`src/hw/rtl/lc3_pkg.sv`:
```
// lc3_pkg: shared types, codes and constants of the lc-3 instruction core
// no dependencies; used by lc3_ctrl, lc3_dp and the top level of the core
package lc3_pkg;

    // memory address width and reset values
    localparam int ADDR_BITS = 16;
    localparam int MEM_WORDS = 2 ** ADDR_BITS;
    localparam logic [15:0] START_RESET = 16'h3000;

    // item function codes
    localparam logic [1:0] FN_WRITE   = 2'd0;
    localparam logic [1:0] FN_READ    = 2'd1;
    localparam logic [1:0] FN_RESTART = 2'd2;
    localparam logic [1:0] FN_STEP    = 2'd3;

    // opcodes
    localparam logic [3:0] OP_BR  = 4'd0;
    localparam logic [3:0] OP_ADD = 4'd1;
    localparam logic [3:0] OP_LD  = 4'd2;
    localparam logic [3:0] OP_ST  = 4'd3;
    localparam logic [3:0] OP_JSR = 4'd4;
    localparam logic [3:0] OP_AND = 4'd5;
    localparam logic [3:0] OP_LDR = 4'd6;
    localparam logic [3:0] OP_STR = 4'd7;
    localparam logic [3:0] OP_NOT = 4'd9;
    localparam logic [3:0] OP_LDI = 4'd10;
    localparam logic [3:0] OP_STI = 4'd11;
    localparam logic [3:0] OP_JMP = 4'd12;
    localparam logic [3:0] OP_LEA = 4'd14;
    localparam logic [3:0] OP_TRAP = 4'd15;

    // trap vectors
    localparam logic [7:0] TV_GETC = 8'h20;
    localparam logic [7:0] TV_OUT  = 8'h21;
    localparam logic [7:0] TV_IN   = 8'h23;
    localparam logic [7:0] TV_HALT = 8'h25;

    // condition code bits
    localparam logic [2:0] CC_N = 3'd4;
    localparam logic [2:0] CC_Z = 3'd2;
    localparam logic [2:0] CC_P = 3'd1;

    // configuration register word index
    localparam logic REG_START_PC = 1'b0;

    typedef struct packed {
        logic [1:0]  func;
        logic [15:0] addr;
        logic [15:0] data;
        logic [7:0]  char_in;
    } item_t;

    typedef struct packed {
        logic [15:0] read_data;
        logic [15:0] pc_now;
        logic [2:0]  flags;
        logic        halted;
        logic        char_valid;
        logic [7:0]  char_out;
        logic        took_char;
    } result_t;

    // controller to datapath
    typedef struct packed {
        logic item_load;
        logic clear;
        logic mem_write;
        logic mem_read;
        logic restart;
        logic fetch;
        logic decode;
        logic operand;
        logic exec;
        logic indirect;
        logic load_data;
        logic finish;
    } cmd_t;

    // datapath to controller
    typedef struct packed {
        logic [3:0] opcode;
        logic       halted;
        logic       clear_last;
    } sts_t;

endpackage

```
`src/hw/rtl/lc3_ctrl.sv`:
```
// lc3_ctrl: sequencing state machine of the lc-3 core
// depends on lc3_pkg; drives the datapath through cmd_t, reads sts_t
module lc3_ctrl (
    input  logic            clk,
    input  logic            rst_n,
    input  logic            item_valid,
    input  logic [1:0]      item_func,
    output logic            item_stall,
    output logic            result_valid,
    input  logic            result_stall,
    input  lc3_pkg::sts_t   sts,
    output lc3_pkg::cmd_t   cmd
);
    import lc3_pkg::*;

    localparam logic [3:0] S_CLEAR = 4'd0;
    localparam logic [3:0] S_IDLE  = 4'd1;
    localparam logic [3:0] S_WRITE = 4'd2;
    localparam logic [3:0] S_READ  = 4'd3;
    localparam logic [3:0] S_RST   = 4'd4;
    localparam logic [3:0] S_FETCH = 4'd5;
    localparam logic [3:0] S_DEC   = 4'd6;
    localparam logic [3:0] S_OPND  = 4'd7;
    localparam logic [3:0] S_EXEC  = 4'd8;
    localparam logic [3:0] S_IND   = 4'd9;
    localparam logic [3:0] S_LOAD  = 4'd10;
    localparam logic [3:0] S_FIN   = 4'd11;
    localparam logic [3:0] S_OUT   = 4'd12;

    logic [3:0] state_reg;
    logic [3:0] state_next;
    logic       accept;

    assign accept       = (state_reg == S_IDLE) && item_valid;
    assign item_stall   = (state_reg != S_IDLE);
    assign result_valid = (state_reg == S_OUT);

    // next state
    always_comb
    begin
        state_next = state_reg;
        unique case (state_reg)
            S_CLEAR:
            begin
                if (sts.clear_last)
                begin
                    state_next = S_IDLE;
                end
            end
            S_IDLE:
            begin
                if (item_valid)
                begin
                    unique case (item_func)
                        FN_WRITE:   state_next = S_WRITE;
                        FN_READ:    state_next = S_READ;
                        FN_RESTART: state_next = S_RST;
                        default:    state_next = sts.halted ? S_FIN : S_FETCH;
                    endcase
                end
            end
            S_WRITE: state_next = S_FIN;
            S_READ:  state_next = S_FIN;
            S_RST:   state_next = S_FIN;
            S_FETCH: state_next = S_DEC;
            S_DEC:   state_next = S_OPND;
            S_OPND:  state_next = S_EXEC;
            S_EXEC:
            begin
                unique case (sts.opcode)
                    OP_LD, OP_LDR:  state_next = S_LOAD;
                    OP_LDI, OP_STI: state_next = S_IND;
                    default:        state_next = S_FIN;
                endcase
            end
            S_IND:   state_next = (sts.opcode == OP_LDI) ? S_LOAD : S_FIN;
            S_LOAD:  state_next = S_FIN;
            S_FIN:   state_next = S_OUT;
            S_OUT:
            begin
                if (!result_stall)
                begin
                    state_next = S_IDLE;
                end
            end
            default: state_next = S_IDLE;
        endcase
    end

    // state register
    always_ff @(posedge clk or negedge rst_n)
    begin
        if (!rst_n)
        begin
            state_reg <= S_CLEAR;
        end
        else
        begin
            state_reg <= state_next;
        end
    end

    // commands
    always_comb
    begin
        cmd           = '0;
        cmd.item_load = accept;
        cmd.clear     = (state_reg == S_CLEAR);
        cmd.mem_write = (state_reg == S_WRITE);
        cmd.mem_read  = (state_reg == S_READ);
        cmd.restart   = (state_reg == S_RST);
        cmd.fetch     = (state_reg == S_FETCH);
        cmd.decode    = (state_reg == S_DEC);
        cmd.operand   = (state_reg == S_OPND);
        cmd.exec      = (state_reg == S_EXEC);
        cmd.indirect  = (state_reg == S_IND);
        cmd.load_data = (state_reg == S_LOAD);
        cmd.finish    = (state_reg == S_FIN);
    end
endmodule

```
`config.mk`:
```
export PLATFORM = sky130hd
export DESIGN_NAME = lc3_ctrl
export DESIGN_NICKNAME = d
export VERILOG_FILES = /design/src/hw/rtl/lc3_pkg.sv /design/src/hw/rtl/lc3_ctrl.sv
export SDC_FILE = /design/constraint.sdc
export NUM_CORES = 1
export LEC_CHECK = 0
export ABC_AREA = 1
export BUFFER_PORTS_ARGS = -buffer_cell sky130_fd_sc_hd__buf_2
export CORE_AREA = 2 2 39 41
export CTS_CLUSTER_SIZE = 28
export DETAILED_ROUTE_END_ITERATION = 8
export DIE_AREA = 0 0 41 43
export GPL_ROUTABILITY_DRIVEN = 0
export HOLD_SLACK_MARGIN = 0.02
export PLACE_DENSITY = 0.73
export SLEW_MARGIN = 20
export SYNTH_ARGS = -nofsm -noshare
export SYNTH_HDL_FRONTEND = slang
export SYNTH_SLANG_ARGS = --single-unit
```
`constraint.sdc`:
```
create_clock -name clk -period 2.5 [get_ports clk]
set_input_delay 0.25 -clock clk [delete_from_list [all_inputs] [get_ports clk]]
set_output_delay 0.25 -clock clk [all_outputs]
set_load 0.005 [all_outputs]
```
==> impl_metrics.toml <==
[drt]
wl_per_cell_um = 8.85
wirelength_mm = 1.16
vias = 595
ant_nets = 0
first_iter_violations = 4
vias_per_cell = 4.54
drtPass1Iterations = 4
drc = 0

[power]
p_leak_uw = 0.000462
power_density_nw_per_um2 = 1070
finalPower_uw = 687
ir_worst_vdd_uv = 530

[setup_path]
crit_path_start = "state_reg[1]$_DFFE_PN0P_"
crit_buf_inv = 3
path_cells = "inv_2 > nor2_1 > nand2_1 > inv_1 > buf_2"
cp_data_arrival_time_ns = 1.24
worstSetupPathType = "flip-flop to output port"
crit_family = "flip-flops"
r2r-start = "state_reg[3]$_DFFE_PN0P_"
ff2ff_path_depth = 5
rr_endpoint = "state_reg[1]$_DFFE_PN0P_"
cp.required_ns = 2.25
worst_setup_path_end_kind = "output port"
crit_cells = 5
path_max_fanout = 5
crit_path_start_kind = "flip-flop"
slowest_stage = "dfrtp_1"
rrSetupSlack_ns = 1.23
crit_end = "cmd[5]"
critical_path.max_stage_delay_ns = 0.43

[final_layout]
nFillCells = 154
layout.nets = 129
multiInputGateArea_sq_um = 297
diodes = 0
design_area_sq_um = 642
drive_above_1_share = 0.348
ff_latch_area_sq_um = 100
largest_register_ffs = 4
area_growth_pct = 36.1

[placement]
place_area_sq_um = 609
portBuffers = 25
pre_cts_ws_ns = 1.23
dpl.hpwl_um = 983

[synthesis]
synth_edf_count = 0
yosysTopAreaCell = "nand2_1"
yosysSeqAreaShare = 0.212
yosys-top-cells-count = "nand2_1 (27), inv_1 (16), nor2_1 (16)"
syn_area_sq_um = 472
synthFlopType = "dfrtp_1"
ys_seq_elements = 4
yosys_warnings = 0
synth_area_leaders = "nand2_1 (21%), dfrtp_1 (21%), inv_1 (13%)"
ys_async_sr_fraction = 1.00
synth_most_common_cell = "nand2_1"
postSynthCellCount = 87
avgSynthCellArea_sq_um = 5.42
synth_top_area_frac = 0.215
syn-num-nets = 99
synthDistinctLibCells = 18

[sta]
setup_tns_ns = 0
timing.final.crit_share = 0.596
period_minus_slack_ns = 1.49
rsz0062_at_grt = "false"
finalSetupViolCount = 0
maxSlewViolCount = 0
fmax_mhz = 671
worst_pin_slew_ns = 0.249
fin_worst_skew_ns = 0.00337
hold_viol_final = 0
setup_ws_ns = 1.01
relSlewSlack = 0.832
hold_ws_ns = 0.266

[global_routing]
grt_max_degree = 7
globalRouteOverflowTotal = 0
antenna_found_initial = 0
grtUsageTotal = 0.159
grt_pass1_wl_mm = 1.89
grt_pass1_vias = 527

[floorplan]
rows = 14
io_pins = 26
core-area_sq_um = 1380
initial_core_util = 0.341
fp.dieH_um = 43
die_area_sq_um = 1760
die_w_um = 41

[cts]
root_buffer = "clkbuf_4"
clkLatencyLatePin_ns = 0.23
cts_resized = 0
clk_path_buf_depth = 2
numCtsBuffers = 3
clock_sinks = 4
cts_tree = "yes"
h-tree-depth = 1
clk_pin_slew_ns = 0.04

[hold_path]
hp-class = "input port to flip-flop"

[run_status]
status = "completed"

[flow_run]
maxCapViolCount = 0
tightest hold or removal path, delay by kind of cell:
kind	cells	cell delay, ns
buffers and inverters	1	0.08
AND/OR/NAND/NOR	2	0.13
repair_timing:
action,CTS,global route
endpoints found under the hold margin,4,0
buffers inserted,0,0
hold buffers,1,0
cell usage in the layout, fill, tap and decap left out:
cell type | netlist | routed
a21boi_0 | 1 | 1
a21boi_2 | 1 | 1
a21oi_1 | 1 | 1
buf_2 | 0 | 25
clkbuf_4 | 0 | 3
dfrtp_1 | 4 | 4
dlygate4sd3_1 | 0 | 1
inv_1 | 16 | 16
inv_2 | 2 | 2
nand2_1 | 27 | 27
nand2_2 | 3 | 3
nand3_1 | 4 | 4
nand3_2 | 1 | 1
nand4_1 | 1 | 1
nor2_1 | 16 | 16
nor2_2 | 4 | 4
nor2_4 | 1 | 1
nor3_1 | 2 | 2
o21ai_0 | 1 | 1
o21ai_1 | 1 | 1
cell families (layout without fill, tap and decap cells):
kind of cell | after synthesis | count (layout) | share of synthesized area
simple gates | 59 | 59 | 0.557
flops | 4 | 4 | 0.212
compound gates | 5 | 5 | 0.0716
buf+inv | 19 | 47 | 0.159
per-stage QoR:
step	std cells	util
finish	131	0.464
global route	131	0.464
CTS	131	0.464
detailed placement	127	0.440
global placement	127	0.440
floorplan	87	-
per-layer routing:
metal | up-vias | part of all wire | routed length (um) | GRT usage
li1 | 315 | - | - | -
met1 | 254 | 0.40 | 468 | 0.179
met2 | 22 | 0.52 | 601 | 0.253
met3 | 4 | 0.055 | 64 | 0.0314
met4 | 0 | 0.022 | 25 | 0.107
met5 | - | 0 | 0 | 0
final cells by class:
cell class / instances / area share
well taps: 16 / 0.0312
clock buffers: 3 / 0.0351
inverters: 18 / 0.105
multi-input cells: 64 / 0.462
flip-flops and latches: 4 / 0.156
repair buffers: 26 / 0.211
power breakdown:
group          internal [uW]  total, uW  leakage [uW]  switching, uW
logic                    182        468      0.000399            286
registers               98.8        141     0.0000489           41.8
clock network           53.6       78.4     0.0000138           24.8
total                    334        687      0.000462            353
how the worst min path moves through the flow:
| stage | from | to | slack, ns | depth (start not counted) |
|---|---|---|---|---|
| final | result_stall | state_reg[3]$_DFFE_PN0P_ | 0.27 | 3 |
| after global routing | result_stall | state_reg[2]$_DFFE_PN0P_ | 0.28 | 3 |
| after CTS | result_stall | state_reg[3]$_DFFE_PN0P_ | 0.26 | 3 |
| after detailed placement | rst_n | state_reg[3]$_DFFE_PN0P_ | 0.06 | 1 |
| after global placement | rst_n | state_reg[2]$_DFFE_PN0P_ | 0.06 | 1 |
| after floorplan | rst_n | state_reg[0]$_DFFE_PN0P_ | -0.05 | 0 |
Power figures use the tool's default switching activity.
